==> config.mk <==
export PLATFORM = sky130hd
export DESIGN_NAME = fit_policy_segment_allocator
export DESIGN_NICKNAME = d
export VERILOG_FILES = /design/src/sv/fpsa_pkg.sv /design/src/sv/fpsa_dp.sv /design/src/sv/fpsa_ctrl.sv /design/src/sv/fit_policy_segment_allocator.sv
export VERILOG_INCLUDE_DIRS = /design/src /design/src/sv
export SDC_FILE = /design/constraint.sdc
export NUM_CORES = 2
export LEC_CHECK = 0
export ABC_AREA = 0
export CORE_MARGIN = 1
export CORE_UTILIZATION = 45
export DETAILED_ROUTE_END_ITERATION = 16
export DONT_BUFFER_PORTS = 1
export HOLD_SLACK_MARGIN = 0.06
export PLACE_DENSITY = 0.69
export SLEW_MARGIN = 20
export SYNTH_ARGS = -nofsm -noshare
export SYNTH_HDL_FRONTEND = slang
export SYNTH_SLANG_ARGS = --single-unit
export TNS_END_PERCENT = 1
==> constraint.sdc <==
create_clock -name clk_i -period 14.4 [get_ports clk_i]
set_clock_uncertainty 0.1 [all_clocks]
set_input_delay 2.88 -clock clk_i [delete_from_list [all_inputs] [get_ports clk_i]]
set_output_delay 2.88 -clock clk_i [all_outputs]
set_load 0.1 [all_outputs]
==> src/sv/fit_policy_segment_allocator_defines.svh <==
// Assertion macros used by the segment allocator datapath.
`ifndef FIT_POLICY_SEGMENT_ALLOCATOR_DEFINES_SVH
`define FIT_POLICY_SEGMENT_ALLOCATOR_DEFINES_SVH

// condition holds at every clock edge out of reset
`define FPSA_ASSERT(lbl, cond, msg) \
  lbl: assert property (@(posedge clk_i) disable iff (!rst_ni) (cond)) else $error(msg);

// antecedent implies consequent in the next cycle
`define FPSA_ASSERT_NEXT(lbl, ante, cons, msg) \
  lbl: assert property (@(posedge clk_i) disable iff (!rst_ni) (ante) |=> (cons)) \
    else $error(msg);

`endif

==> src/sv/fpsa_pkg.sv <==
// Shared types and codes of the segment allocator.
package fpsa_pkg;

  typedef enum logic [2:0] {
    ST_OK      = 3'd0,
    ST_NOFIT   = 3'd1,
    ST_ZERO    = 3'd2,
    ST_BADFREE = 3'd3,
    ST_FULL    = 3'd4
  } status_e;

  typedef enum logic [1:0] {
    POL_FIRST = 2'd0,
    POL_BEST  = 2'd1,
    POL_WORST = 2'd2,
    POL_NEXT  = 2'd3
  } policy_e;

  typedef enum logic [3:0] {
    C_NONE, C_INIT, C_START, C_READ, C_EVAL, C_ALLOC_PREP, C_SH_READ, C_SH_WRITE,
    C_SPLIT_HI, C_ALLOC_WR, C_RD_NEXT, C_MERGE, C_MSH_READ, C_MSH_WRITE, C_MDONE,
    C_RESULT
  } cmd_e;

  typedef struct packed {
    cmd_e    op;
    status_e st;
  } dp_cmd_t;

  typedef struct packed {
    logic req_zero;
    logic is_free;
    logic scan_last;
    logic pick_valid;
    logic need_split;
    logic table_full;
    logic hit_valid;
    logic shift_more;
    logic mshift_more;
  } dp_stat_t;

endpackage

==> src/sv/fpsa_dp.sv <==
// Datapath of the segment allocator: segment table memory, scan and edit registers.
`include "fit_policy_segment_allocator_defines.svh"

module fpsa_dp import fpsa_pkg::*; #(
  parameter int MAX_SEGMENTS = 64,
  parameter int UNIT_BITS    = 16
) (
  input  logic                 clk_i,
  input  logic                 rst_ni,
  input  logic                 pool_size_we_i,
  input  logic [UNIT_BITS-1:0] pool_size_i,
  input  logic                 op_i,
  input  logic [1:0]           fit_policy_i,
  input  logic [UNIT_BITS-1:0] req_size_i,
  input  logic [UNIT_BITS-1:0] block_offset_i,
  input  dp_cmd_t              cmd_i,
  output dp_stat_t             stat_o,
  output logic                 done_o,
  output logic [2:0]           status_o,
  output logic [UNIT_BITS-1:0] granted_offset_o,
  output logic [UNIT_BITS-1:0] granted_size_o
);
  localparam int IDX_W = (MAX_SEGMENTS > 1) ? $clog2(MAX_SEGMENTS) : 1;
  localparam int CNT_W = $clog2(MAX_SEGMENTS + 1);
  localparam int UB    = UNIT_BITS;
  localparam logic [UB-1:0]    PoolReset = UB'(1000);
  localparam logic [CNT_W-1:0] CntOne    = CNT_W'(1);
  localparam logic [CNT_W-1:0] CntMax    = CNT_W'(MAX_SEGMENTS);

  // entry word: {used, size}
  logic [UB:0] mem [MAX_SEGMENTS];
  logic              wr_en;
  logic [IDX_W-1:0]  wr_addr, rd_addr;
  logic [UB:0]       wr_data, rd_q;

  always_ff @(posedge clk_i) begin
    if (wr_en) mem[wr_addr] <= wr_data;
    rd_q <= mem[rd_addr];
  end

  logic [UB-1:0]    pool_q, nf_q;
  logic [CNT_W-1:0] count_q;
  logic             done_q;
  logic             op_q;
  policy_e          pol_q;
  logic [UB-1:0]    req_q, off_q, acc_q;
  logic [CNT_W-1:0] idx_q, j_q;
  logic [1:0]       r_q;
  logic             last_used_q;
  logic [UB-1:0]    last_size_q, last_acc_q;
  logic             prev_used_q;
  logic [UB-1:0]    prev_size_q, prev_acc_q;
  logic             hit_valid_q;
  logic [CNT_W-1:0] hit_idx_q;
  logic [UB-1:0]    hit_acc_q, hit_size_q;
  logic             best_valid_q, aft_valid_q, cov_q;
  logic [CNT_W-1:0] best_idx_q, aft_idx_q;
  logic [UB-1:0]    best_size_q, best_acc_q, aft_size_q, aft_acc_q;
  logic [UB-1:0]    res_off_q, res_size_q;
  logic [2:0]       status_q;
  logic [UB-1:0]    gout_off_q, gout_size_q;

  logic [UB-1:0] rd_size;
  logic          rd_used;
  assign rd_size = rd_q[UB-1:0];
  assign rd_used = rd_q[UB];

  // scan evaluation of the entry at idx_q
  logic [UB:0] end_sum;
  logic covers, fit, best_upd, aft_upd, hit;
  assign end_sum = {1'b0, acc_q} + {1'b0, rd_size};
  assign covers  = (nf_q >= acc_q) && ({1'b0, nf_q} < end_sum);
  assign fit     = !rd_used && (rd_size >= req_q);
  assign aft_upd = fit && (cov_q || covers) && !aft_valid_q;
  assign hit     = !hit_valid_q && (acc_q == off_q) && rd_used && (rd_size != '0);

  always_comb begin
    unique case (pol_q)
      POL_BEST:  best_upd = fit && (!best_valid_q || rd_size < best_size_q);
      POL_WORST: best_upd = fit && (!best_valid_q || rd_size > best_size_q);
      default:   best_upd = fit && !best_valid_q;
    endcase
  end

  // next fit prefers the first fit at or after the covering segment
  logic             use_aft;
  logic [CNT_W-1:0] pick_idx, pick_idx1;
  logic [UB-1:0]    pick_size, pick_acc;
  assign use_aft   = (pol_q == POL_NEXT) && aft_valid_q;
  assign pick_idx  = use_aft ? aft_idx_q  : best_idx_q;
  assign pick_size = use_aft ? aft_size_q : best_size_q;
  assign pick_acc  = use_aft ? aft_acc_q  : best_acc_q;
  assign pick_idx1 = pick_idx + CntOne;

  // free merge
  logic             left, right;
  logic [CNT_W-1:0] hit_idx1, merge_t, jm1;
  logic [UB-1:0]    merge_size, merge_off;
  logic [1:0]       merge_r;
  logic [CNT_W:0]   j_plus_r;
  assign hit_idx1   = hit_idx_q + CntOne;
  assign left       = (hit_idx_q != '0) && !prev_used_q;
  assign right      = (hit_idx1 < count_q) && !rd_used;
  assign merge_size = hit_size_q + (left ? prev_size_q : '0) + (right ? rd_size : '0);
  assign merge_off  = left ? prev_acc_q : hit_acc_q;
  assign merge_t    = left ? hit_idx_q - CntOne : hit_idx_q;
  assign merge_r    = {1'b0, left} + {1'b0, right};
  assign j_plus_r   = {1'b0, j_q} + {{(CNT_W-1){1'b0}}, r_q};
  assign jm1        = j_q - CntOne;

  always_comb begin
    wr_en   = 1'b0;
    wr_addr = j_q[IDX_W-1:0];
    wr_data = rd_q;
    rd_addr = idx_q[IDX_W-1:0];
    unique case (cmd_i.op)
      C_INIT: begin
        wr_en   = 1'b1;
        wr_addr = '0;
        wr_data = {1'b0, pool_q};
      end
      C_SH_READ:   rd_addr = jm1[IDX_W-1:0];
      C_SH_WRITE:  wr_en = 1'b1;
      C_SPLIT_HI: begin
        wr_en   = 1'b1;
        wr_addr = pick_idx1[IDX_W-1:0];
        wr_data = {1'b0, pick_size - req_q};
      end
      C_ALLOC_WR: begin
        wr_en   = 1'b1;
        wr_addr = pick_idx[IDX_W-1:0];
        wr_data = {1'b1, req_q};
      end
      C_RD_NEXT:   rd_addr = hit_idx1[IDX_W-1:0];
      C_MERGE: begin
        wr_en   = 1'b1;
        wr_addr = merge_t[IDX_W-1:0];
        wr_data = {1'b0, merge_size};
      end
      C_MSH_READ:  rd_addr = j_plus_r[IDX_W-1:0];
      C_MSH_WRITE: wr_en = 1'b1;
      default: ;
    endcase
  end

  // table bookkeeping and result strobe
  always_ff @(posedge clk_i or negedge rst_ni) begin
    if (!rst_ni) begin
      pool_q  <= PoolReset;
      count_q <= CntOne;
      nf_q    <= '0;
      done_q  <= 1'b0;
    end else begin
      done_q <= (cmd_i.op == C_RESULT);
      if (pool_size_we_i) pool_q <= pool_size_i;
      unique case (cmd_i.op)
        C_INIT: begin
          count_q <= CntOne;
          nf_q    <= '0;
        end
        C_SPLIT_HI: count_q <= count_q + CntOne;
        C_ALLOC_WR: nf_q <= pick_acc;
        C_MDONE:    count_q <= count_q - {{(CNT_W-2){1'b0}}, r_q};
        default: ;
      endcase
    end
  end

  always_ff @(posedge clk_i) begin
    unique case (cmd_i.op)
      C_START: begin
        op_q         <= op_i;
        pol_q        <= policy_e'(fit_policy_i);
        req_q        <= req_size_i;
        off_q        <= block_offset_i;
        idx_q        <= '0;
        acc_q        <= '0;
        best_valid_q <= 1'b0;
        aft_valid_q  <= 1'b0;
        cov_q        <= 1'b0;
        hit_valid_q  <= 1'b0;
        last_used_q  <= 1'b1;
      end
      C_EVAL: begin
        idx_q       <= idx_q + CntOne;
        acc_q       <= end_sum[UB-1:0];
        last_used_q <= rd_used;
        last_size_q <= rd_size;
        last_acc_q  <= acc_q;
        if (covers) cov_q <= 1'b1;
        if (best_upd) begin
          best_valid_q <= 1'b1;
          best_idx_q   <= idx_q;
          best_size_q  <= rd_size;
          best_acc_q   <= acc_q;
        end
        if (aft_upd) begin
          aft_valid_q <= 1'b1;
          aft_idx_q   <= idx_q;
          aft_size_q  <= rd_size;
          aft_acc_q   <= acc_q;
        end
        if (hit) begin
          hit_valid_q <= 1'b1;
          hit_idx_q   <= idx_q;
          hit_acc_q   <= acc_q;
          hit_size_q  <= rd_size;
          prev_used_q <= last_used_q;
          prev_size_q <= last_size_q;
          prev_acc_q  <= last_acc_q;
        end
      end
      C_ALLOC_PREP: j_q <= count_q;
      C_SH_WRITE:   j_q <= jm1;
      C_ALLOC_WR: begin
        res_off_q  <= pick_acc;
        res_size_q <= req_q;
      end
      C_MERGE: begin
        j_q        <= merge_t + CntOne;
        r_q        <= merge_r;
        res_off_q  <= merge_off;
        res_size_q <= merge_size;
      end
      C_MSH_WRITE: j_q <= j_q + CntOne;
      C_RESULT: begin
        status_q    <= cmd_i.st;
        gout_off_q  <= (cmd_i.st == ST_OK) ? res_off_q  : '0;
        gout_size_q <= (cmd_i.st == ST_OK) ? res_size_q : '0;
      end
      default: ;
    endcase
  end

  assign stat_o.req_zero    = (req_q == '0);
  assign stat_o.is_free     = op_q;
  assign stat_o.scan_last   = ((idx_q + CntOne) == count_q);
  assign stat_o.pick_valid  = best_valid_q;
  assign stat_o.need_split  = (pick_size > req_q);
  assign stat_o.table_full  = (count_q == CntMax);
  assign stat_o.hit_valid   = hit_valid_q;
  assign stat_o.shift_more  = (j_q > pick_idx1);
  assign stat_o.mshift_more = (j_plus_r < {1'b0, count_q});

  assign done_o           = done_q;
  assign status_o         = status_q;
  assign granted_offset_o = gout_off_q;
  assign granted_size_o   = gout_size_q;

  `FPSA_ASSERT(a_count_range, (count_q != '0) && (count_q <= CntMax), "segment count out of range")
  `FPSA_ASSERT_NEXT(a_done_pulse, done_q, !done_q, "result word strobed twice")
  `FPSA_ASSERT_NEXT(a_split_room, cmd_i.op == C_SPLIT_HI, count_q != '0 && count_q <= CntMax,
    "split overflowed the table")

endmodule

==> src/sv/fpsa_ctrl.sv <==
// Controller state machine of the segment allocator.
module fpsa_ctrl import fpsa_pkg::*; (
  input  logic     clk_i,
  input  logic     rst_ni,
  input  logic     start,
  input  logic     pool_size_we_i,
  input  dp_stat_t stat_i,
  output dp_cmd_t  cmd_o,
  output logic     busy
);
  typedef enum logic [13:0] {
    S_INIT   = 14'h0001,
    S_IDLE   = 14'h0002,
    S_RD     = 14'h0004,
    S_EVAL   = 14'h0008,
    S_DECIDE = 14'h0010,
    S_SHR    = 14'h0020,
    S_SHW    = 14'h0040,
    S_AWHI   = 14'h0080,
    S_AWLO   = 14'h0100,
    S_FNRD   = 14'h0200,
    S_FMRG   = 14'h0400,
    S_MSR    = 14'h0800,
    S_MSW    = 14'h1000,
    S_RESULT = 14'h2000
  } state_e;

  state_e  state_q, state_d;
  status_e st_q, st_d;
  cmd_e    op;

  always_comb begin
    state_d = state_q;
    st_d    = st_q;
    op      = C_NONE;
    unique case (state_q)
      S_INIT: begin
        op      = C_INIT;
        state_d = S_IDLE;
      end
      S_IDLE: begin
        if (start) begin
          op      = C_START;
          state_d = S_RD;
        end else if (pool_size_we_i) begin
          state_d = S_INIT;
        end
      end
      S_RD: begin
        op      = C_READ;
        state_d = S_EVAL;
      end
      S_EVAL: begin
        op      = C_EVAL;
        state_d = stat_i.scan_last ? S_DECIDE : S_RD;
      end
      S_DECIDE: begin
        if (stat_i.is_free) begin
          if (!stat_i.hit_valid) begin
            st_d    = ST_BADFREE;
            state_d = S_RESULT;
          end else begin
            state_d = S_FNRD;
          end
        end else if (stat_i.req_zero) begin
          st_d    = ST_ZERO;
          state_d = S_RESULT;
        end else if (!stat_i.pick_valid) begin
          st_d    = ST_NOFIT;
          state_d = S_RESULT;
        end else if (stat_i.need_split && stat_i.table_full) begin
          st_d    = ST_FULL;
          state_d = S_RESULT;
        end else if (stat_i.need_split) begin
          op      = C_ALLOC_PREP;
          state_d = S_SHR;
        end else begin
          state_d = S_AWLO;
        end
      end
      // open a hole above the picked segment, top entry first
      S_SHR: begin
        if (stat_i.shift_more) begin
          op      = C_SH_READ;
          state_d = S_SHW;
        end else begin
          state_d = S_AWHI;
        end
      end
      S_SHW: begin
        op      = C_SH_WRITE;
        state_d = S_SHR;
      end
      S_AWHI: begin
        op      = C_SPLIT_HI;
        state_d = S_AWLO;
      end
      S_AWLO: begin
        op      = C_ALLOC_WR;
        st_d    = ST_OK;
        state_d = S_RESULT;
      end
      S_FNRD: begin
        op      = C_RD_NEXT;
        state_d = S_FMRG;
      end
      S_FMRG: begin
        op      = C_MERGE;
        state_d = S_MSR;
      end
      // close the gap left by merged neighbors
      S_MSR: begin
        if (stat_i.mshift_more) begin
          op      = C_MSH_READ;
          state_d = S_MSW;
        end else begin
          op      = C_MDONE;
          st_d    = ST_OK;
          state_d = S_RESULT;
        end
      end
      S_MSW: begin
        op      = C_MSH_WRITE;
        state_d = S_MSR;
      end
      S_RESULT: begin
        op      = C_RESULT;
        state_d = S_IDLE;
      end
      default: state_d = S_INIT;
    endcase
  end

  always_ff @(posedge clk_i or negedge rst_ni) begin
    if (!rst_ni) begin
      state_q <= S_INIT;
      st_q    <= ST_OK;
    end else begin
      state_q <= state_d;
      st_q    <= st_d;
    end
  end

  assign cmd_o.op = op;
  assign cmd_o.st = st_q;
  assign busy     = (state_q != S_IDLE);

endmodule

==> src/sv/fit_policy_segment_allocator.sv <==
// Top level of the first/best/worst/next fit segment allocator.
// Operation: one table scan (read and evaluate per segment), then one shift per entry moved
// by a split or merge; the result word is registered in the result state after the last step.
// Throughput: one request at a time, busy high from accept until the result strobe.
// Reset: table holds one free segment of 1000 units; entry 0 is written in the init state,
// entered on reset and after a pool_size write seen while idle without start (busy high there).
// The result strobe lasts one cycle; the receiver cannot stall it.
module fit_policy_segment_allocator import fpsa_pkg::*; #(
  parameter int MAX_SEGMENTS = 64,
  parameter int UNIT_BITS    = 16
) (
  input  logic                 clk_i,
  input  logic                 rst_ni,
  input  logic                 pool_size_we_i,
  input  logic [UNIT_BITS-1:0] pool_size_i,
  input  logic                 start,
  output logic                 busy,
  input  logic                 op_i,
  input  logic [1:0]           fit_policy_i,
  input  logic [UNIT_BITS-1:0] req_size_i,
  input  logic [UNIT_BITS-1:0] block_offset_i,
  output logic                 done_o,
  output logic [2:0]           status_o,
  output logic [UNIT_BITS-1:0] granted_offset_o,
  output logic [UNIT_BITS-1:0] granted_size_o
);
  dp_cmd_t  cmd;
  dp_stat_t stat;

  fpsa_ctrl u_ctrl (
    .clk_i          (clk_i),
    .rst_ni         (rst_ni),
    .start          (start),
    .pool_size_we_i (pool_size_we_i),
    .stat_i         (stat),
    .cmd_o          (cmd),
    .busy           (busy)
  );

  fpsa_dp #(
    .MAX_SEGMENTS (MAX_SEGMENTS),
    .UNIT_BITS    (UNIT_BITS)
  ) u_dp (
    .clk_i            (clk_i),
    .rst_ni           (rst_ni),
    .pool_size_we_i   (pool_size_we_i),
    .pool_size_i      (pool_size_i),
    .op_i             (op_i),
    .fit_policy_i     (fit_policy_i),
    .req_size_i       (req_size_i),
    .block_offset_i   (block_offset_i),
    .cmd_i            (cmd),
    .stat_o           (stat),
    .done_o           (done_o),
    .status_o         (status_o),
    .granted_offset_o (granted_offset_o),
    .granted_size_o   (granted_size_o)
  );

endmodule

### Yosys cells after proc, flatten, opt, wreduce, memory -nomap -nowiden

Memory sizes are Yosys's and may differ from the RTL's. A register that Yosys moved wholly into a read port is not among the register bits.
Index checks and enable logic that the tools add are counted.

* memories: 1
* flip-flop bits (word level): 378
* bits in writable memories: 1088
* bits of input ports: 55
* logic and storage cells: 207
* output and inout port bits: 37

Memory list
* u_dp.mem: words 64, width 17, read ports 1, clocked after Yosys merged registers in 1, write ports 1, RTL line fpsa_dp.sv:31 `logic [UB:0] mem [MAX_SEGMENTS];`

* multiplexer cells: 58
* add/sub/neg operators: 15
* reduce and logical (&&, ||, !) cells: 43
* equal/unequal tests: 43
* order comparisons: 9

Operator list (number)
* one-hot mux 14 bit (12 select lines): 1
* one-hot mux 16 bit (2 select lines): 4
* two-way mux 14 bit: 8
* two-way mux 16 bit: 5
* one-hot mux 17 bit (4 select lines): 1
* one-hot mux 4 bit (14 select lines): 1
* adder 7 x 1 -> 7 bit (second input constant): 6
* adder 16 bit: 2
* equality test 4 bit (second input constant): 8
* >= comparator 16 bit: 2
* greater-than comparator 16 bit: 2
* one-hot mux 7 bit (4 select lines): 1
* two-way mux 3 bit: 8
* one-hot mux 6 bit (4 select lines): 1
* one-hot mux 7 bit (3 select lines): 1
* one-hot mux 6 bit (3 select lines): 1
* adder 16 x 16 -> 17 bit: 1
* < comparator 16 x 17 -> 1 bit: 1
* equality test 16 bit: 1
* equality test 4 x 3 -> 1 bit (second input constant): 4
* zero test 16 bit: 1
* < comparator 16 bit: 1
* two-way mux 4 bit: 4
* nonzero test 16 bit: 1
* 54 further kinds: 102

### Logic depth before layout (Yosys ltp)

* depth in word-level cells: 15
* depth in mapped cells: 25
* depth with buffers taken out: 25

### Cells and area by module

A second synthesis with hierarchy kept.

* cell total of the unflattened synthesis: 4430
* area total of the unflattened synthesis: 63168.1 µm²

By module, submodules not included
* fpsa_dp: times used 1, cells each 4305, seq. area each 43660.6 µm², area each 62068.3 µm²
* fpsa_ctrl: times used 1, cells each 125, seq. area each 426.7 µm², area each 1099.8 µm²

### Worst setup path after synthesis

No wires, ideal clock.

* path kind: reg-to-reg
* start: reg u_ctrl.state_q[8]
* end: reg u_dp.hit_valid_q, enable pin
* cell stages (with the launch flop): 8
* path buffers: 2
* setup time: 0.326 ns
* data arrival time: 9.021 ns
* clock period less this slack: 9.446 ns
* required time: 13.974 ns
* path slack: 4.954 ns
* cells stage by stage: dfrtp_1 buf_2 or3_1 buf_2 nor2_1 nand3_1 nor4_1 or2_2

* longest elaborated chain between the ends: 5
* elaborated cells between the ends (all ways): 20
* classes of those cells: eq/ne: 17; mux: 1; reduce/logical: 2

RTL lines
* start: declaration: RTL line fpsa_ctrl.sv:28 `state_e state_q, state_d;`
* start signal: assignment: RTL line fpsa_ctrl.sv:139 `state_q <= state_d;`
* equality test 14 bit, or another cell as far along: RTL line fpsa_ctrl.sv:36 `unique case (state_q)`
* one-hot mux 4 bit (14 select lines) (*): RTL line fpsa_ctrl.sv:36
* equality test 4 x 3 -> 1 bit / equality test 4 x 2 -> 1 bit (equally long branches): RTL line fpsa_dp.sv:170 `unique case (cmd_i.op)`
* inequality test 2 x 1 -> 1 bit (no line) / nonzero test 2 bit (equally long branches)
* AND reduction 2 bit (no line) (*)
* end signal: assignment: RTL line fpsa_dp.sv:181 `hit_valid_q <= 1'b0;`
* end signal: assignment: RTL line fpsa_dp.sv:204 `hit_valid_q <= 1'b1;`
* end: declaration: RTL line fpsa_dp.sv:53 `logic hit_valid_q;`

Mark *: on every way between the ends. The rest lies on a longest branch, timed or not.
A chain may end at the register's enable or synchronous reset.

### Worst setup path in the final report

* start: reg u_dp.pol_q[0]
* end: reg u_dp.rd_q[5], read port of u_dp.mem

* longest elaborated chain between the ends: 12
* elaborated cells between the ends (all ways): 19
* classes of those cells: add/sub: 1; order compare: 2; eq/ne: 4; mux: 10; reduce/logical: 2

RTL lines
* start: declaration: RTL line fpsa_dp.sv:45 `policy_e pol_q;`
* start signal: assignment: RTL line fpsa_dp.sv:173 `pol_q <= policy_e'(fit_policy_i);`
* equality test 2 bit (*): RTL line fpsa_dp.sv:89 `assign use_aft = (pol_q == POL_NEXT) && aft_valid_q;`
* logical AND 1 bit (*): RTL line fpsa_dp.sv:89
* two-way mux 16 bit: RTL line fpsa_dp.sv:91 `assign pick_size = use_aft ? aft_size_q : best_size_q;`
* greater-than comparator 16 bit: RTL line fpsa_dp.sv:239 `assign stat_o.need_split = (pick_size > req_q);`
* two-way mux 3 bit / logical AND 1 bit (equally long branches): RTL line fpsa_ctrl.sv:74, fpsa_ctrl.sv:71
* two-way mux 4 bit: RTL line fpsa_ctrl.sv:71 `end else if (stat_i.need_split && stat_i.table_full) begin`
* two-way mux 4 bit: RTL line fpsa_ctrl.sv:68 `end else if (!stat_i.pick_valid) begin`
* two-way mux 4 bit: RTL line fpsa_ctrl.sv:65 `end else if (stat_i.req_zero) begin`
* two-way mux 4 bit: RTL line fpsa_ctrl.sv:58 `if (stat_i.is_free) begin`
* one-hot mux 4 bit (14 select lines) (*): RTL line fpsa_ctrl.sv:36
* equality test 4 bit / equality test 4 x 3 -> 1 bit (equally long branches): RTL line fpsa_dp.sv:116 `unique case (cmd_i.op)`
* one-hot mux 6 bit (3 select lines) (*): RTL line fpsa_dp.sv:116
* end: declaration: RTL line fpsa_dp.sv:34 `logic [UB:0] wr_data, rd_q;`

Marks and branches as above.

==> impl_metrics.prom <==
# TYPE chip_impl_metric gauge
chip_impl_info{name="crit_slowest_cell",value="sky130_fd_sc_hd__buf_4"} 1
chip_impl_metric{name="globalplace.congestion",unit=""} 0.882
chip_impl_metric{name="syn-mean-instance-area",unit="µm²"} 13.3
chip_impl_info{name="largestRegisters",value="u_dp.mem (1088), u_dp.rd_q (17)"} 1
chip_impl_metric{name="timing.final.setup_violations",unit=""} 0
chip_impl_metric{name="largest_register_ff_count",unit=""} 1088
chip_impl_metric{name="post-cts-setup-buffers",unit=""} 0
chip_impl_metric{name="dpl.hpwl",unit="µm"} 101000
chip_impl_metric{name="dieWidth",unit="µm"} 377
chip_impl_info{name="rsz0062_at_grt",value="no"} 1
chip_impl_metric{name="post_synth_edffs",unit=""} 1409
chip_impl_metric{name="grt_pass1_wl",unit="µm"} 252000
chip_impl_metric{name="avgRoutedWirePerCell",unit="µm"} 25.4
chip_impl_info{name="critical_setup_path_class",value="register to register"} 1
chip_impl_metric{name="final_cells",unit=""} 6781
chip_impl_metric{name="timing.critical_path.fanout_max",unit=""} 72
chip_impl_metric{name="number_of_global_route_vias_before_repair",unit=""} 38700
chip_impl_metric{name="fin_tns_setup",unit="ns"} 0
chip_impl_metric{name="ff2ff_setup_slack",unit="ns"} 6.78
chip_impl_info{name="synth_top_flop_cell",value="sky130_fd_sc_hd__edfxtp_1"} 1
chip_impl_metric{name="synthesis.area",unit="mm²"} 0.0632
chip_impl_metric{name="arrival",unit="ns"} 8.24
chip_impl_metric{name="core_area",unit="mm²"} 0.139
chip_impl_metric{name="final_period_minus_worst_setup_slack",unit="ns"} 7.62
chip_impl_metric{name="postSynthCellCount",unit=""} 4740
chip_impl_metric{name="power.leakage",unit="µW"} 0.0250
chip_impl_metric{name="fp.dieArea",unit="mm²"} 0.142
chip_impl_info{name="hold_path_class",value="register to register"} 1
chip_impl_info{name="regMostFlops",value="u_dp.mem"} 1
chip_impl_metric{name="syn2layout_area_growth",unit="%"} 12.0
chip_impl_metric{name="timing.slew.headroom",unit=""} 0.200
chip_impl_metric{name="fmax",unit="MHz"} 131
chip_impl_metric{name="critical_path.max_stage_delay",unit="ns"} 0.78
chip_impl_metric{name="nets",unit=""} 5000
chip_impl_metric{name="numCtsBuffers",unit=""} 151
chip_impl_metric{name="ctsLongestPathBuffers",unit=""} 3
chip_impl_metric{name="number_of_nets_in_the_synthesized_netlist",unit=""} 4961
chip_impl_metric{name="place_inst",unit=""} 6501
chip_impl_info{name="run_status",value="finished, final reports clean"} 1
chip_impl_metric{name="worst_slew_pin_slew",unit="ns"} 1.20
chip_impl_info{name="netlist.top_cell.by_area",value="sky130_fd_sc_hd__edfxtp_1"} 1
chip_impl_metric{name="layout_cells_sized_above_1",unit=""} 0.100
chip_impl_metric{name="grt_max_degree",unit=""} 188
chip_impl_metric{name="ys_async_sr_fraction",unit=""} 0.0384
chip_impl_metric{name="post_cts_resized",unit=""} 0
chip_impl_info{name="setup.worst_path.start_class",value="register"} 1
chip_impl_metric{name="cts.reportedPaths.clkPinSlew",unit="ns"} 0.06
chip_impl_metric{name="boundaryPins",unit=""} 92
chip_impl_metric{name="yosys.cell_types.count",unit=""} 82
chip_impl_info{name="setup.worst_path.end_class",value="register"} 1
chip_impl_metric{name="place.port_buffers",unit=""} 0
chip_impl_metric{name="cts.sinks",unit=""} 1483
chip_impl_info{name="worst_path_most_repeated_cell",value="sky130_fd_sc_hd__buf_4"} 1
chip_impl_info{name="cts_root_buf",value="sky130_fd_sc_hd__clkbuf_16"} 1
chip_impl_info{name="most_used_standard_cell_by_instance_count_after_synthesis",value="sky130_fd_sc_hd__edfxtp_1"} 1
chip_impl_metric{name="hold_violations",unit=""} 0
chip_impl_metric{name="vias_per_cell",unit=""} 5.97
chip_impl_metric{name="cts_htree_levels",unit=""} 4
chip_impl_metric{name="dr_total_vias",unit=""} 40400
chip_impl_metric{name="worstSkewPairLatency",unit="ns"} 0.80
chip_impl_metric{name="grt_overflow",unit=""} 0
chip_impl_metric{name="dieHeight",unit="µm"} 377
chip_impl_metric{name="drc",unit=""} 0
chip_impl_metric{name="power.density",unit="mW/mm²"} 176
chip_impl_metric{name="period_share",unit=""} 0.529
chip_impl_metric{name="combined_global_route_utilization_of_all_metal_layers",unit=""} 0.240
chip_impl_metric{name="synth-warning-count",unit=""} 0
chip_impl_info{name="tritoncts_clock_tree",value="done"} 1
chip_impl_metric{name="start_util",unit=""} 0.453
chip_impl_info{name="post_synth_main_area_contributors",value="sky130_fd_sc_hd__edfxtp_1 67%, sky130_fd_sc_hd__nand2_1 5.4%, sky130_fd_sc_hd__ha_1 2.9%"} 1
chip_impl_metric{name="worst_path_required_time",unit="ns"} 15.02
chip_impl_metric{name="ir_worst_vdd",unit="V"} 0.000194
chip_impl_metric{name="synth-seq-area-share",unit=""} 0.698
chip_impl_metric{name="synth_largest_type_area_fraction",unit=""} 0.670
chip_impl_metric{name="timing_max_transition_violations_final",unit=""} 0
chip_impl_metric{name="routed_wirelength",unit="µm"} 172000
chip_impl_metric{name="ys_seq_elements",unit=""} 1483
chip_impl_metric{name="antenna_violating_nets_post_route",unit=""} 0
chip_impl_info{name="crit_path_cell_trace",value="ha_1 > nand2_2 > buf_4 > nand3_1 > a21o_1 > nor3_1 > xor2_1 > ha_1 > nand3_1 > a211o_1 > a211oi_4 > a211o_1 > and4_4 > buf_4 > buf_4 > buf_4 > nand2_1 > nand3_1 > a21oi_1 > a2111oi_0 > a31oi_1 > nand4_1"} 1
chip_impl_metric{name="drv.max_cap_violation_count",unit=""} 0
chip_impl_info{name="commonest_cells_in_the_synthesized_netlist",value="1409 x sky130_fd_sc_hd__edfxtp_1, 907 x sky130_fd_sc_hd__nand2_1, 244 x sky130_fd_sc_hd__a21oi_1, 192 x sky130_fd_sc_hd__nand3_1, 179 x sky130_fd_sc_hd__nor2_1"} 1
chip_impl_metric{name="core.rowCount",unit=""} 137
chip_impl_metric{name="drtPass1Iterations",unit=""} 6
chip_impl_metric{name="antenna_violations_before_repair",unit=""} 3
chip_impl_metric{name="post_cts_hold_buffer_count",unit=""} 0
chip_impl_metric{name="drt_iter0_drc",unit=""} 4862
==> critical path, delay by kind of cell, from the launching register on <==
kind                     cells  cell delay (ns)
buffers and inverters        4             2.60
AND/OR/NAND/NOR              8             1.79
flip-flops                   1             0.40
adder cells (fa/ha/maj)      2             0.59
AO/OA/AOI/OAI                7             1.81
XOR/XNOR                     1             0.14
==> metal layers <==
metal | part of all wire | global-route usage | up-vias
li1 | - | - | 17800
met4 | 0.038 | 0.0936 | 2
met2 | 0.47 | 0.379 | 2116
met3 | 0.096 | 0.0464 | 373
met1 | 0.40 | 0.327 | 20200
met5 | 0.000076 | 0 | -
==> logic make-up after synthesis <==
logic type / synth area share
AO/OA/AOI/OAI: 0.0870
multiplexers: 0.0252
flip-flops: 0.698
buffers and inverters: 0.0257
AND/OR/NAND/NOR: 0.114
XOR/XNOR: 0.0152
adder cells (fa/ha/maj): 0.0353
==> layout make-up <==
type	count	area (µm²)
Inverter	135	507
Timing Repair Buffer	141	1100
Multi-Input combinational cell	2867	17900
Fill cell	11600	68600
Clock buffer	186	3970
Sequential cell	1483	44100
Antenna cell	2	5.00
Clock inverter	91	862
Tap cell	1876	2350
==> cells in the final DEF, fill, tap and decap left out, types with 17 or more instances in the layout <==
cell and n:
sky130_fd_sc_hd__a2111oi_0 34, sky130_fd_sc_hd__a211o_1 19, sky130_fd_sc_hd__a211oi_1 18, sky130_fd_sc_hd__a21o_1 31, sky130_fd_sc_hd__a21oi_1 242, sky130_fd_sc_hd__a221oi_1 24, sky130_fd_sc_hd__a22o_1 32, sky130_fd_sc_hd__a22oi_1 24
sky130_fd_sc_hd__a311oi_1 34, sky130_fd_sc_hd__a31oi_1 106, sky130_fd_sc_hd__a32oi_1 51, sky130_fd_sc_hd__and2_1 42, sky130_fd_sc_hd__and3_1 78, sky130_fd_sc_hd__buf_4 137, sky130_fd_sc_hd__clkbuf_1 31, sky130_fd_sc_hd__clkbuf_16 153
sky130_fd_sc_hd__clkinv_1 24, sky130_fd_sc_hd__clkinv_2 27, sky130_fd_sc_hd__dfrtp_1 49, sky130_fd_sc_hd__dfxtp_1 17, sky130_fd_sc_hd__edfxtp_1 1409, sky130_fd_sc_hd__fa_1 20, sky130_fd_sc_hd__ha_1 146, sky130_fd_sc_hd__inv_1 134
sky130_fd_sc_hd__mux2_2 39, sky130_fd_sc_hd__mux2i_1 115, sky130_fd_sc_hd__nand2_1 905, sky130_fd_sc_hd__nand3_1 189, sky130_fd_sc_hd__nand4_1 43, sky130_fd_sc_hd__nor2_1 163, sky130_fd_sc_hd__nor2b_1 39, sky130_fd_sc_hd__nor3_1 27
sky130_fd_sc_hd__nor4_1 21, sky130_fd_sc_hd__o21ai_0 104, sky130_fd_sc_hd__o22ai_1 18, sky130_fd_sc_hd__xnor2_1 64, sky130_fd_sc_hd__xor2_1 46
==> per-stage QoR <==
stage / instance area, µm² / setup WS, ns / util / power, µW / hold slack, ns
2_1_floorplan: 63200 / 4.95 / - / 7480 / 0.300
3_3_place_gp: 65900 / 7.13 / 0.473 / 8630 / 0.300
3_5_place_dp: 65900 / 6.90 / 0.473 / 8690 / 0.305
4_1_cts: 70700 / 6.88 / 0.507 / 12500 / 0.319
5_1_grt: 70800 / 6.31 / 0.508 / 12900 / 0.323
6_report: 70800 / 6.78 / 0.508 / 12500 / 0.318
==> worst paths after layout <==
check,from,to,cells after the start
worst max-delay path,u_dp.pol_q[0]$_DFFE_PP_,u_dp.rd_q[5]$_DFF_P_,22
worst min-delay path,u_dp.last_size_q[10]$_DFFE_PP_,u_dp.prev_size_q[10]$_DFFE_PP_,0
worst max register to register,u_dp.pol_q[0]$_DFFE_PP_,u_dp.rd_q[5]$_DFF_P_,22
worst min register to register,u_dp.last_size_q[10]$_DFFE_PP_,u_dp.prev_size_q[10]$_DFFE_PP_,0
max in group asynchronous,rst_ni,u_dp.pool_q[7]$_DFFE_PN1P_,0
min in group asynchronous,rst_ni,u_ctrl.state_q[11]$_DFFE_PN0P_,0
==> power breakdown <==
group	switching, µW	internal (µW)	leakage (µW)
sequential	114	5780	0.0136
clock	1690	2150	0.00233
combinational	2140	607	0.00905
(Power assumes the default switching activity.)
